===== src/design/wpic_pkg.sv =====
// Shared types and constants for the wheel and pedal input conditioner.
package wpic_pkg;

	localparam int unsigned CFG_IDX_W = 3;
	localparam int unsigned CFG_DATA_W = 8;

	typedef enum logic [CFG_IDX_W-1:0] {
		CFG_STEER_STEP = 3'd0,
		CFG_PEDAL_STEP = 3'd1,
		CFG_FIX_DRIFT  = 3'd2,
		CFG_STEER_MIN  = 3'd3,
		CFG_STEER_MAX  = 3'd4,
		CFG_PEDAL_MIN  = 3'd5,
		CFG_PEDAL_MAX  = 3'd6
	} cfg_idx_t;

	localparam logic [7:0] CENTRE = 8'h80;
	localparam logic [7:0] PEDAL_ZERO = 8'h30;
	localparam logic [7:0] LEVEL_MAX = 8'hFF;
	localparam logic [6:0] STEER_OUT_LIMIT = 7'h7F;
	localparam logic signed [9:0] DRIFT_LIMIT = 10'sd2;

	// (a * 256) / 0x70 == (a * 2341) >> 10 for a in 0..128
	localparam logic [11:0] STEER_RECIP = 12'd2341;
	localparam int unsigned STEER_SHIFT = 10;
	// (m * 256) / 0x61 == (m * 43241) >> 14 for m in 0..207
	localparam logic [15:0] PEDAL_RECIP = 16'd43241;
	localparam int unsigned PEDAL_SHIFT = 14;

	typedef struct packed {
		logic       left_held;
		logic       right_held;
		logic       accel_held;
		logic       brake_held;
		logic       wheel_axis_active;
		logic       accel_axis_active;
		logic       brake_axis_active;
		logic [7:0] wheel_sample;
		logic [7:0] accel_sample;
		logic [7:0] brake_sample;
		logic       crash_active;
	} in_item_t;

endpackage


===== src/design/wheel_pedal_input_conditioner.sv =====
// Wheel and pedal input conditioner: one frame tick in, one conditioned result out.
//
// Each accepted request is one frame tick. It is captured in an input register; from there the
// steering ramp, both pedal ramps, clamps, drift test and constant-reciprocal scaling run in
// one pass into the result register while the running state (steering position, drift, held
// scaled steering, pedal levels) updates. A new request is taken every cycle as long as the
// result side keeps up, and a stalled result holds only the request behind it. Configuration
// writes are expected only while no request is in flight.
module wheel_pedal_input_conditioner
	import wpic_pkg::*;
(
	input  logic                         clk,
	input  logic                         arst_n,

	input  logic                         cfg_we,
	input  logic [CFG_IDX_W-1:0]         cfg_index,
	input  logic [CFG_DATA_W-1:0]        cfg_data,

	input  logic                         in_valid,
	output logic                         in_stall,
	input  logic                         left_held,
	input  logic                         right_held,
	input  logic                         accel_held,
	input  logic                         brake_held,
	input  logic                         wheel_axis_active,
	input  logic                         accel_axis_active,
	input  logic                         brake_axis_active,
	input  logic [7:0]                   wheel_sample,
	input  logic [7:0]                   accel_sample,
	input  logic [7:0]                   brake_sample,
	input  logic                         crash_active,

	output logic                         out_valid,
	input  logic                         out_stall,
	output logic [7:0]                   steer_position,
	output logic signed [7:0]            steer_scaled,
	output logic [7:0]                   accel_level,
	output logic signed [10:0]           accel_scaled,
	output logic [7:0]                   brake_level,
	output logic signed [10:0]           brake_scaled
);

	// configuration
	logic [6:0] steer_step_q;
	logic [7:0] pedal_step_q;
	logic       fix_drift_q;
	logic [7:0] steer_min_q;
	logic [7:0] steer_max_q;
	logic [7:0] pedal_min_q;
	logic [7:0] pedal_max_q;

	// running state
	logic [7:0]        steer_pos_q;
	logic signed [9:0] steer_drift_q;
	logic signed [7:0] steer_out_q;
	logic [7:0]        accel_q;
	logic [7:0]        brake_q;

	// pipeline
	logic     s1_valid_q;
	in_item_t item_s1;
	logic     out_valid_q;
	logic     advance;

	logic [7:0]        steer_pos_d;
	logic signed [9:0] drift_sum;
	logic              steer_refresh;
	logic signed [7:0] steer_out_d;
	logic [7:0]        accel_d;
	logic [7:0]        brake_d;
	logic signed [10:0] accel_sc_d;
	logic signed [10:0] brake_sc_d;

	function automatic logic [7:0] pedal_ramp(input logic held, input logic axis,
		input logic [7:0] sample, input logic [7:0] level, input logic [7:0] step);
		logic [8:0] up;
		logic [8:0] down;
		up = {1'b0, level} + {1'b0, step};
		down = {1'b0, level} - {1'b0, step};
		if (held) begin
			pedal_ramp = up[8] ? LEVEL_MAX : up[7:0];
		end else if (axis) begin
			pedal_ramp = sample;
		end else begin
			pedal_ramp = down[8] ? 8'd0 : down[7:0];
		end
	endfunction

	function automatic logic signed [10:0] pedal_scale(input logic [7:0] level,
		input logic [7:0] lo, input logic [7:0] hi);
		logic [7:0]        v;
		logic signed [8:0] t;
		logic [7:0]        m;
		logic [23:0]       prod;
		logic [9:0]        q;
		if (level < lo) begin
			v = lo;
		end else if (level > hi) begin
			v = hi;
		end else begin
			v = level;
		end
		t = $signed({1'b0, v}) - $signed({1'b0, PEDAL_ZERO});
		m = t[8] ? 8'(-t) : t[7:0];
		prod = {16'd0, m} * {8'd0, PEDAL_RECIP};
		q = prod[PEDAL_SHIFT +: 10];
		pedal_scale = t[8] ? -$signed({1'b0, q}) : $signed({1'b0, q});
	endfunction

	function automatic logic signed [7:0] steer_scale(input logic [7:0] pos);
		logic signed [8:0] d;
		logic [7:0]        a;
		logic [19:0]       prod;
		logic [9:0]        q;
		logic [6:0]        lim;
		d = $signed({1'b0, pos}) - $signed({1'b0, CENTRE});
		a = d[8] ? 8'(-d) : d[7:0];
		prod = {12'd0, a} * {8'd0, STEER_RECIP};
		q = prod[STEER_SHIFT +: 10];
		lim = (q > {3'd0, STEER_OUT_LIMIT}) ? STEER_OUT_LIMIT : q[6:0];
		steer_scale = d[8] ? -$signed({1'b0, lim}) : $signed({1'b0, lim});
	endfunction

	assign advance = s1_valid_q && (!out_valid_q || !out_stall);
	assign in_stall = s1_valid_q && !advance;

	// steering ramp and clamp
	always_comb begin
		logic signed [9:0] p;
		logic signed [9:0] lo;
		logic signed [9:0] hi;
		logic signed [9:0] ctr;
		logic signed [9:0] stp;
		p = $signed({2'b00, steer_pos_q});
		lo = $signed({2'b00, steer_min_q});
		hi = $signed({2'b00, steer_max_q});
		ctr = $signed({2'b00, CENTRE});
		stp = $signed({3'b000, steer_step_q});
		if (item_s1.wheel_axis_active && !item_s1.left_held && !item_s1.right_held) begin
			p = $signed({2'b00, item_s1.wheel_sample});
		end else if (item_s1.left_held) begin
			if (p > ctr) p = ctr;
			p = p - stp;
			if (p < lo) p = lo;
		end else if (item_s1.right_held) begin
			if (p < ctr) p = ctr;
			p = p + stp;
			if (p > hi) p = hi;
		end else if (p < ctr) begin
			p = p + stp;
			if (p > ctr) p = ctr;
		end else if (p > ctr) begin
			p = p - stp;
			if (p < ctr) p = ctr;
		end
		if (p < lo) begin
			p = lo;
		end else if (p > hi) begin
			p = hi;
		end
		steer_pos_d = p[7:0];
	end

	// previous position equals the stored position, so drift adds the change in position
	assign drift_sum = steer_drift_q + ($signed({2'b00, steer_pos_d})
		- $signed({2'b00, steer_pos_q}));
	assign steer_refresh = fix_drift_q || (drift_sum > DRIFT_LIMIT)
		|| (drift_sum < -DRIFT_LIMIT);
	assign steer_out_d = !steer_refresh ? steer_out_q
		: (item_s1.crash_active ? 8'sd0 : steer_scale(steer_pos_d));

	assign accel_d = pedal_ramp(item_s1.accel_held, item_s1.accel_axis_active,
		item_s1.accel_sample, accel_q, pedal_step_q);
	assign brake_d = pedal_ramp(item_s1.brake_held, item_s1.brake_axis_active,
		item_s1.brake_sample, brake_q, pedal_step_q);
	assign accel_sc_d = pedal_scale(accel_d, pedal_min_q, pedal_max_q);
	assign brake_sc_d = pedal_scale(brake_d, pedal_min_q, pedal_max_q);

	always_ff @(posedge clk or negedge arst_n) begin
		if (!arst_n) begin
			steer_step_q <= 7'd3;
			pedal_step_q <= 8'd16;
			fix_drift_q <= 1'b0;
			steer_min_q <= 8'd72;
			steer_max_q <= 8'd184;
			pedal_min_q <= 8'd48;
			pedal_max_q <= 8'd144;
		end else if (cfg_we) begin
			case (cfg_idx_t'(cfg_index))
				CFG_STEER_STEP: steer_step_q <= cfg_data[6:0];
				CFG_PEDAL_STEP: pedal_step_q <= cfg_data;
				CFG_FIX_DRIFT:  fix_drift_q <= cfg_data[0];
				CFG_STEER_MIN:  steer_min_q <= cfg_data;
				CFG_STEER_MAX:  steer_max_q <= cfg_data;
				CFG_PEDAL_MIN:  pedal_min_q <= cfg_data;
				CFG_PEDAL_MAX:  pedal_max_q <= cfg_data;
				default: ;
			endcase
		end
	end

	always_ff @(posedge clk or negedge arst_n) begin
		if (!arst_n) begin
			steer_pos_q <= CENTRE;
			steer_drift_q <= '0;
			steer_out_q <= '0;
			accel_q <= '0;
			brake_q <= '0;
		end else if (advance) begin
			steer_pos_q <= steer_pos_d;
			steer_drift_q <= steer_refresh ? 10'sd0 : drift_sum;
			steer_out_q <= steer_out_d;
			accel_q <= accel_d;
			brake_q <= brake_d;
		end
	end

	always_ff @(posedge clk or negedge arst_n) begin
		if (!arst_n) begin
			s1_valid_q <= 1'b0;
			out_valid_q <= 1'b0;
		end else begin
			if (in_valid && !in_stall) begin
				s1_valid_q <= 1'b1;
			end else if (advance) begin
				s1_valid_q <= 1'b0;
			end
			if (advance) begin
				out_valid_q <= 1'b1;
			end else if (!out_stall) begin
				out_valid_q <= 1'b0;
			end
		end
	end

	always_ff @(posedge clk) begin
		if (in_valid && !in_stall) begin
			item_s1 <= '{left_held: left_held, right_held: right_held,
				accel_held: accel_held, brake_held: brake_held,
				wheel_axis_active: wheel_axis_active,
				accel_axis_active: accel_axis_active,
				brake_axis_active: brake_axis_active,
				wheel_sample: wheel_sample, accel_sample: accel_sample,
				brake_sample: brake_sample, crash_active: crash_active};
		end
		if (advance) begin
			steer_position <= steer_pos_d;
			steer_scaled <= steer_out_d;
			accel_level <= accel_d;
			accel_scaled <= accel_sc_d;
			brake_level <= brake_d;
			brake_scaled <= brake_sc_d;
		end
	end

	assign out_valid = out_valid_q;

endmodule

===== config.mk =====
export PLATFORM = sky130hd
export DESIGN_NAME = wheel_pedal_input_conditioner
export DESIGN_NICKNAME = d
export VERILOG_FILES = /design/src/design/wpic_pkg.sv /design/src/design/wheel_pedal_input_conditioner.sv
export SDC_FILE = /design/constraint.sdc
export NUM_CORES = 1
export LEC_CHECK = 0
export BUFFER_PORTS_ARGS = -buffer_cell sky130_fd_sc_hd__buf_2
export CORE_UTILIZATION = 40
export DETAILED_ROUTE_END_ITERATION = 12
export PLACE_DENSITY_LB_ADDON = 0.2
export SLEW_MARGIN = 20
export SYNTH_ARGS = -nofsm -noshare
export SYNTH_HDL_FRONTEND = slang
export SYNTH_SLANG_ARGS = --single-unit

===== constraint.sdc =====
create_clock -name clk -period 22.5 [get_ports clk]
set_clock_uncertainty 0.1 [all_clocks]
set_input_delay 4.5 -clock clk [delete_from_list [all_inputs] [get_ports clk]]
set_output_delay 4.5 -clock clk [all_outputs]
set_load 0.005 [all_outputs]

## Word level (Yosys, flattened, before mapping)

Cells that the tools add are included.

| storage, ports and cells | value |
|---|---|
| register bits after elaboration | 178 |
| latch bits | 0 |
| memory bits (writable) | 0 |
| bits in read-only memories | 0 |
| input bits | 48 |
| output and inout port bits | 56 |
| word-level logic and storage cells | 144 |
| memories | 0 |

| cells by class | value |
|---|---|
| add/sub/neg operators | 19 |
| $mul | 3 |
| div/mod/pow operators | 0 |
| $lt $le $gt $ge | 15 |
| equality and inequality tests | 7 |
| shift operators | 0 |
| multiplexer cells | 44 |
| bitwise logic cells | 0 |
| reductions and logical operators | 23 |

Operators by type and width:

| kind | number |
|---|---|
| 8-bit two-way mux | 22 |
| 10-bit two-way mux | 16 |
| 8-bit by 16-bit multiplier with 24-bit output (second input constant) | 2 |
| 8-bit by 8-bit subtractor with 9-bit output | 3 |
| 8-bit negator | 3 |
| 10-bit negator with 11-bit output | 2 |
| 10-bit by 9-bit > comparator with 1-bit output | 2 |
| 10-bit by 9-bit < comparator with 1-bit output | 2 |
| 8-bit by 12-bit multiplier with 20-bit output (second input constant) | 1 |
| 8-bit by 8-bit adder with 9-bit output | 2 |
| 8-bit by 6-bit subtractor with 9-bit output (second input constant) | 2 |
| 8-bit > comparator | 2 |
| 8-bit < comparator | 2 |
| 2-bit AND reduction | 7 |
| 10-bit by 8-bit adder with 10-bit output | 1 |
| 10-bit by 9-bit adder with 10-bit output | 1 |
| 10-bit by 3-bit > comparator with 1-bit output (second input constant) | 1 |
| 10-bit by 7-bit > comparator with 1-bit output (second input constant) | 1 |
| 10-bit by 2-bit < comparator with 1-bit output (second input constant) | 1 |
| 10-bit by 8-bit subtractor with 10-bit output | 1 |
| 8-bit by 7-bit adder with 9-bit output | 1 |
| 3-bit == test (second input constant) | 3 |
| 9-bit by 8-bit > comparator with 1-bit output (second input constant) | 1 |
| 9-bit < comparator (second input constant) | 1 |
| other kinds (16) | 31 |

## Depth between registers and ports, before layout

Gate-level depths: netlist of run 1.

| logic depth | value |
|---|---|
| depth after elaboration | 24 |
| gate-level depth with buffers | 61 |
| mapped depth without buffers | 60 |

## Worst setup path before layout of run 1

No wires, ideal clock.

| timing | value |
|---|---|
| kind | register to register |
| from | register steer_pos_q[7] |
| to | register steer_scaled[4], data pin |
| library setup time | 0.261 ns |
| arrival time | 11.007 ns |
| data required time | 22.139 ns |
| path slack | 11.132 ns |
| stages on the path, launching flop included | 56 |
| path buffers | 2 |
| period minus slack after synthesis | 11.368 ns |
| cell sequence | dfstp_2 clkbuf_1 nor2_1 fa_1 xnor2_1 inv_1 ha_1 nor2b_1 o21ai_0 nand2b_1 a21oi_1 nor2b_1 o21ai_0 nand2b_1 a221oi_1 ha_1 buf_1 a21oi_1 (+20 left out) ha_1 ha_1 a21o_1 a21oi_1 nor2b_1 o21ai_0 nand2b_1 a21oi_1 nor2b_1 o21ai_0 nand4_1 a31oi_1 nor2b_1 ha_1 nand3_1 mux2_2 a22oi_1 o21ai_0 |

| between the ends | value |
|---|---|
| word-level cells in the longest chain between the ends | 24 |
| elaborated cells between the ends (all ways) | 46 |
| classes of those cells | 9 x add/sub; 1 x mul; 11 x order compare; 23 x mux; 2 x reduce/logical |

Ends and longest elaborated chain:

| item | line | source |
|---|---|---|
| start, declared | wheel_pedal_input_conditioner.sv:53 | `logic [7:0] steer_pos_q;` |
| start signal, assigned | wheel_pedal_input_conditioner.sv:210 | `steer_pos_q <= steer_pos_d;` |
| 8-bit < comparator | wheel_pedal_input_conditioner.sv:146, wheel_pedal_input_conditioner.sv:149 |  |
| 8-bit two-way mux | wheel_pedal_input_conditioner.sv:146 | `if (p < ctr) p = ctr;` |
| 10-bit two-way mux | wheel_pedal_input_conditioner.sv:145 | `end else if (item_s1.right_held) begin` |
| 10-bit two-way mux | wheel_pedal_input_conditioner.sv:141 | `end else if (item_s1.left_held) begin` |
| 10-bit two-way mux | wheel_pedal_input_conditioner.sv:139 | `if (item_s1.wheel_axis_active && !item_s1.left_held && !item_s1.right_held) begin` |
| 10-bit by 8-bit adder with 10-bit output | wheel_pedal_input_conditioner.sv:147 | `p = p + stp;` |
| 10-bit by 9-bit > comparator with 1-bit output | wheel_pedal_input_conditioner.sv:148 | `if (p > hi) p = hi;` |
| 10-bit two-way mux | wheel_pedal_input_conditioner.sv:148 |  |
| (+6 left out) | -- |  |
| net steer_pos_d[2] | wheel_pedal_input_conditioner.sv:65 | `logic [7:0] steer_pos_d;` |
| (+3 left out) | -- |  |
| 8-bit by 12-bit multiplier with 20-bit output | wheel_pedal_input_conditioner.sv:118 | `prod = {12'd0, a} * {8'd0, STEER_RECIP};` |
| 10-bit by 7-bit > comparator with 1-bit output | wheel_pedal_input_conditioner.sv:120 | `lim = (q > {3'd0, STEER_OUT_LIMIT}) ? STEER_OUT_LIMIT : q[6:0];` |
| 7-bit two-way mux | wheel_pedal_input_conditioner.sv:120 |  |
| 7-bit negator with 8-bit output | wheel_pedal_input_conditioner.sv:121 | `steer_scale = d[8] ? -$signed({1'b0, lim}) : $signed({1'b0, lim});` |
| 8-bit two-way mux | wheel_pedal_input_conditioner.sv:121 |  |
| 8-bit two-way mux | wheel_pedal_input_conditioner.sv:170 | `: (item_s1.crash_active ? 8'sd0 : steer_scale(steer_pos_d));` |
| 8-bit two-way mux (*) | wheel_pedal_input_conditioner.sv:169 | `assign steer_out_d = !steer_refresh ? steer_out_q` |
| net steer_out_d[4] | wheel_pedal_input_conditioner.sv:68 | `logic signed [7:0] steer_out_d;` |
| end signal, assigned | wheel_pedal_input_conditioner.sv:248 | `steer_scaled <= steer_out_d;` |
| end, declared | wheel_pedal_input_conditioner.sv:36 | `output logic signed [7:0] steer_scaled,` |

Mark *: on every way through the listed nets, which the timed path passes. The rest lies on a longest branch. The select of a mux whose other input is x is not followed.
A chain may end at the register's enable or synchronous reset.

## Worst setup path in the final report of run 1

Ends and elaborated chain as after synthesis.

==> flow_metrics.env, run 1 <==
export IMPL_outcome="finished, violations left"
export IMPL_violations="DRC"
export IMPL_clock_sinks=178
export IMPL_tightest_slew_ps=969
export IMPL_startpoint_type="register"
export IMPL_postLayoutCoreUtil_pct=44.7
export IMPL_initial_utilization_pct=40.8
export IMPL_clk_latency_ps=500
export IMPL_cp_max_fo=15
export IMPL_cts_buffers=17
export IMPL_drive_gt1_share_pct=12.5
export IMPL_post_cts_buffers=0
export IMPL_max_cap_violations=0
export IMPL_synth_simple_area_share_pct=13.7
export IMPL_cp_end_kind="register"
export IMPL_max_stage_delay_ps=670
export IMPL_async_reset_ff_share_pct=51.7
export IMPL_finalSetupViolations=0
export IMPL_grt_overflow=0
export IMPL_ys_seq_elements=178
export IMPL_synthAdderAreaFrac_pct=26.4
export IMPL_die_h_um=220
export IMPL_post_cts_resized=0
export IMPL_ant_nets=0
export IMPL_fin_nets=2614
export IMPL_cts_max_level=4
export IMPL_syn_inst=2107
export IMPL_wirelength_um=54500
export IMPL_synth_top_area_share_pct=20.0
export IMPL_cts_tree="built"
export IMPL_slew_headroom_pct=35.3
export IMPL_ys_flop_type="edfxtp_1"
export IMPL_path_clk_slew_ps=80
export IMPL_synth_edff_count=86
export IMPL_area_growth_pct=9.48
export IMPL_yosysMostFrequentCell="ha_1"
export IMPL_crit_buf_inv=7
export IMPL_synth_top_family_by_area="adder cells"
export IMPL_dr_pass1_iters=9
export IMPL_rsz0062_at_grt="false"
export IMPL_seq_area_frac_synth_pct=25.7
export IMPL_yosysUniqueCellTypes=100
export IMPL_grt_pass1_vias=15173
export IMPL_drt_initial_drc_count=978
export IMPL_yosysTopAreaCell="ha_1"
export IMPL_fp_dieW_um=220
export IMPL_cp_arrival_ps=13000
export IMPL_period_needed_ps=12850
export IMPL_core_mm2=0.0468
export IMPL_clock_root_buffer="clkbuf_16"
export IMPL_grt_pass1_wl_um=85500
export IMPL_num_io_pins=104
export IMPL_finalSetupTns_ps=0
export IMPL_critPathTopFamily="compound AO/OA/AOI/OAI gates"
export IMPL_hold_buffers=0
export IMPL_antenna_found_initial=2
export IMPL_portBuffers=103
export IMPL_syn_area_mm2=0.0191
export IMPL_n_fill_cell=4599
export IMPL_avgSynthCellArea_um2=9.06
export IMPL_post_drt_wl_per_cell_um=19.3
export IMPL_gp_congestion=0.955
export IMPL_crit_type="register to register"
export IMPL_vias=15546
export IMPL_fp_row_count=79
export IMPL_synth_common_cells="ha_1, inv_1, nand2_1, nor2_1, o21ai_0"
export IMPL_synthTopCellsByArea="ha_1, edfxtp_1, dfrtp_1"
export IMPL_synth_area_mux_share_pct=3.44
export IMPL_finalHoldViolCount=0
export IMPL_drc_errors=5
export IMPL_hpwl_um=43300
export IMPL_synth_compound_area_share_pct=20.0
export IMPL_crit_slowest_cell="dfstp_2"
export IMPL_finalCritPeriodShare_pct=57.1
export IMPL_max_freq_ghz=0.0778
export IMPL_cts_buffer_depth=2
export IMPL_path_common_cell="ha_1"
export IMPL_die_area_mm2=0.0486
export IMPL_hold_path_class="register to register"
export IMPL_synthesis_yosys_warnings=0
export IMPL_n_antenna_cell=0
export IMPL_grt_usage_pct=23.1
export IMPL_grt_max_degree=51
export IMPL_synth_xor_area_share_pct=4.35
export IMPL_viasPerCell=5.51
export IMPL_synth_fp_nets=2521
export IMPL_slew_viol_final=0
export IMPL_crit_required_ps=22650
-- worst paths after layout --
path / from / depth (start not counted) / endpoint / slack (ps)
worst min register to register: steer_out_q[0] / 2 / steer_out_q[0] / 400
worst max register to register: steer_pos_q[7] / 58 / steer_scaled[4] / 9650
min in group asynchronous: arst_n / 1 / steer_max_q[6] / 3920
max in group asynchronous: arst_n / 2 / steer_out_q[1] / 17280
worst min-delay path: steer_out_q[0] / 2 / steer_out_q[0] / 400
worst max-delay path: steer_pos_q[7] / 58 / steer_scaled[4] / 9650
-- cells by family after synthesis --
| logic type | after synthesis |
|---|---|
| buf+inv | 320 |
| xor+xnor | 94 |
| mux | 60 |
| compound gates | 550 |
| fa+ha+maj | 366 |
| flops | 178 |
| simple gates | 539 |
-- routing by layer --
metal  wire length [µm]  track usage (%)
met4               1350             7.82
met2              25000             37.2
met1              25600             31.2
met3               2530             4.07
met5                 16                0
-- area by class of cell --
class | count | area, µm² | area share, %
Inverter | 273 | 1030 | 4.91
Tap cell | 607 | 759 | 3.64
Clock buffer | 17 | 425 | 2.04
Multi-Input combinational cell | 1609 | 13000 | 62.0
Sequential cell | 178 | 4900 | 23.5
Timing Repair Buffer | 121 | 653 | 3.13
Clock inverter | 15 | 161 | 0.773
-- registers in the layout (all words and copies together) (netlist names) --
signal          flops
steer_max_q         8
accel_level         8
item_s1            32
brake_level         8
pedal_max_q         8
steer_out_q         8
steer_drift_q      10
accel_scaled       11
steer_pos_q         8
brake_q             8
steer_position      8
steer_step_q        7
accel_q             8
pedal_step_q        8
pedal_min_q         8
steer_min_q         8
steer_scaled        8
s1_valid_q          1
fix_drift_q         1
out_valid           1
brake_scaled       11
-- worst min-delay path, stage by stage, from the launching register on --
cell	delay (ps)
dfrtp_1	360
nand2_1	50
nand2_1	60
-- metrics by stage --
step | setup slack, ps | area, µm² | cells | hold WS [ps]
after CTS | 9720 | 20900 | 2820 | 400
after global routing | 8750 | 20900 | 2820 | 418
final | 9650 | 20900 | 2820 | 395
after detailed placement | 9760 | 20300 | 2788 | 377
after global placement | 10230 | 20300 | 2788 | 366
after floorplan | 11130 | 19100 | 2107 | 346
-- placed cells by master, fill, tap and decap left out, types with 9 or more instances in the layout --
master     synthesis  final
nor2_1           133    133
o21bai_1          14     14
a211oi_1          16     16
o21a_1            19     19
o211ai_1          14     14
nand2b_1          38     38
fa_1              61     61
or2_2             11     11
a21oi_1          120    120
clkbuf_16          0     17
a21o_1            53     53
mux2i_1           19     19
ha_1             305    305
inv_1            269    268
a221oi_1          10      9
nor3_1            41     41
dfstp_2           14     14
xnor2_1           62     62
buf_2             12    102
o21ai_1           17     17
buf_4              0     19
nand2_1          168    168
xor2_1            31     31
nor2b_1           26     26
dfrtp_1           78     78
nand3_1           38     38
edfxtp_1          86     86
o31ai_1           14     14
mux2_2            40     40
a31oi_1           20     20
nand4_1           11     11
and2_1            20     19
o21ai_0          124    124
Power of run 1 is left out: the tool's default activity adds up to more than one toggle a clock period on the data nets, which glitch-free logic cannot reach.
==> inputs of run 2 (changes only) <==
clock period = 11.7 ns   (was 22.5 ns; I/O delays follow)
==> run 2 against run 1 <==
Net effect:
- the run still ends with DRC left
- final cell count up 2.0%
- non-clock buffer count up 54
- global-route usage about the same
- sequential share of layout area down 0.97 points
- critical endpoint is now steer_scaled[7]
==> flow_metrics.env, run 2 (same netlist as run 1, synthesis figures left out) <==
export IMPL_cp_end_kind="register"
export IMPL_regToRegSetupSlack_ps=360
export IMPL_rsz0062_at_grt="true"
export IMPL_finalCritPeriodShare_pct=96.9
export IMPL_crit_type="register to register"
export IMPL_cts_buffer_depth=2
export IMPL_post_drt_wl_per_cell_um=19.0
export IMPL_startpoint_type="register"
export IMPL_area_growth_pct=14.2
export IMPL_finalSetupTns_ps=0
export IMPL_gp_congestion=0.952
export IMPL_outcome="finished, violations left"
export IMPL_max_cap_violations=0
export IMPL_cp_max_fo=9
export IMPL_regMostFlops="item_s1"
export IMPL_drt_initial_drc_count=908
export IMPL_vias=15821
export IMPL_clock_sinks=178
export IMPL_slew_headroom_pct=23.0
export IMPL_fin_cells=2877
export IMPL_grt_overflow=0
export IMPL_clock_root_buffer="clkbuf_16"
export IMPL_fin_area_mm2=0.0218
export IMPL_cts_buffers=17
export IMPL_finalSetupViolations=0
export IMPL_num_io_pins=104
export IMPL_wirelength_um=54600
export IMPL_cts_tree="built"
export IMPL_die_h_um=220
export IMPL_violations="DRC"
export IMPL_register_area_mm2=0.00490
export IMPL_grt_usage_pct=23.1
export IMPL_portBuffers=103
export IMPL_fin_nets=2668
export IMPL_crit_buf_inv=5
export IMPL_critPathTopFamily="compound AO/OA/AOI/OAI gates"
export IMPL_ant_nets=0
export IMPL_hold_buffers=0
export IMPL_fp_dieW_um=220
export IMPL_core_mm2=0.0468
export IMPL_initial_utilization_pct=40.8
export IMPL_fp_row_count=79
export IMPL_holdPathStages=2
export IMPL_max_freq_ghz=0.0882
export IMPL_hold_start="steer_out_q[5]"
export IMPL_die_area_mm2=0.0486
export IMPL_hold_path_class="register to register"
export IMPL_antenna_found_initial=6
export IMPL_dr_pass1_iters=9
export IMPL_finalHoldViolCount=0
export IMPL_slew_viol_final=0
export IMPL_cts_max_level=4
export IMPL_max_stage_delay_ps=580
export IMPL_largest_reg_flops=32
export IMPL_path_clk_slew_ps=80
export IMPL_crit_required_ps=11850
export IMPL_crit_slowest_cell="fa_2"
export IMPL_layout_common_cells="ha_1, inv_1, nand2_1"
export IMPL_n_fill_cell=4481
export IMPL_min_to="steer_out_q[5]"
export IMPL_grt_pass1_vias=15548
export IMPL_multi_input_area_mm2=0.0134
export IMPL_cp_arrival_ps=11490
export IMPL_r2r_end="steer_scaled[7]"
export IMPL_largestRegisters="item_s1 (32), accel_scaled (11), brake_scaled (11)"
export IMPL_cp_depth=47
export IMPL_hpwl_um=43100
export IMPL_tightest_slew_ps=1150
export IMPL_layout_commonest_cell="ha_1"
export IMPL_placed_area_mm2=0.0206
export IMPL_r2r_start="steer_pos_q[7]"
export IMPL_drive_gt1_share_pct=17.5
export IMPL_period_needed_ps=11340
export IMPL_viasPerCell=5.50
export IMPL_dp_cells=2825
export IMPL_grt_max_degree=74
export IMPL_r2r_worst_path_cells=47
export IMPL_clk_latency_ps=490
export IMPL_grt_pass1_wl_um=86300
export IMPL_drc_errors=10
[run 2: cell types whose count changed in the layout (fill, tap and decap cells not counted), sizes merged]
cell / previous run / this run
diode: 0 / 3
clkinv: 7 / 9
buf: 121 / 175
inv: 279 / 277
[run 2: what timing repair did]
item | in CTS | in global routing
gates resized for setup | 3 | 99
setup endpoints to repair | 7 | 23
buffers inserted | 1 | 15
pin swaps | 0 | 47
[run 2: stage by stage]
step,setup slack [ps],hold WS [ps],utilization (%)
3_5_place_dp,-187,370,44.0
2_1_floorplan,332,346,-
5_1_grt,-229,426,46.6
6_report,357,388,46.6
3_3_place_gp,111,363,44.0
4_1_cts,51.5,393,45.3
[run 2: worst max path at each step]
stage	from	to	slack [ps]
3_3_place_gp	steer_pos_q[7]	steer_scaled[4]	110
4_1_cts	steer_pos_q[7]	steer_scaled[4]	50
2_1_floorplan	steer_pos_q[7]	steer_scaled[4]	330
6_report	steer_pos_q[7]	steer_scaled[7]	360
5_1_grt	steer_pos_q[7]	steer_scaled[7]	-230
3_5_place_dp	steer_pos_q[7]	steer_scaled[4]	-190
[run 2: final cells by class]
cell class | instances | share of cell area (%)
Antenna cell | 3 | 0.0345
Clock inverter | 15 | 0.764
Multi-Input combinational cell | 1609 | 61.5
Timing Repair Buffer | 175 | 5.04
Sequential cell | 178 | 22.5
Inverter | 273 | 4.73
Clock buffer | 17 | 1.95
Tap cell | 607 | 3.49
[run 2: layer usage]
metal  wire, µm  up-vias  global-route usage [%]
met5         49        -                       0
met4       1320        8                    7.68
met3       2730       81                    4.36
met2      25000      370                    36.6
met1      25400     7591                    31.5
li1           -     7771                       -
[run 2: tightest hold or removal path: stages (launching register included)]
cell and delay (ps):
dfrtp_1 340, nand2_1 50, o31ai_1 60
Power of run 2 is left out for the same reason.
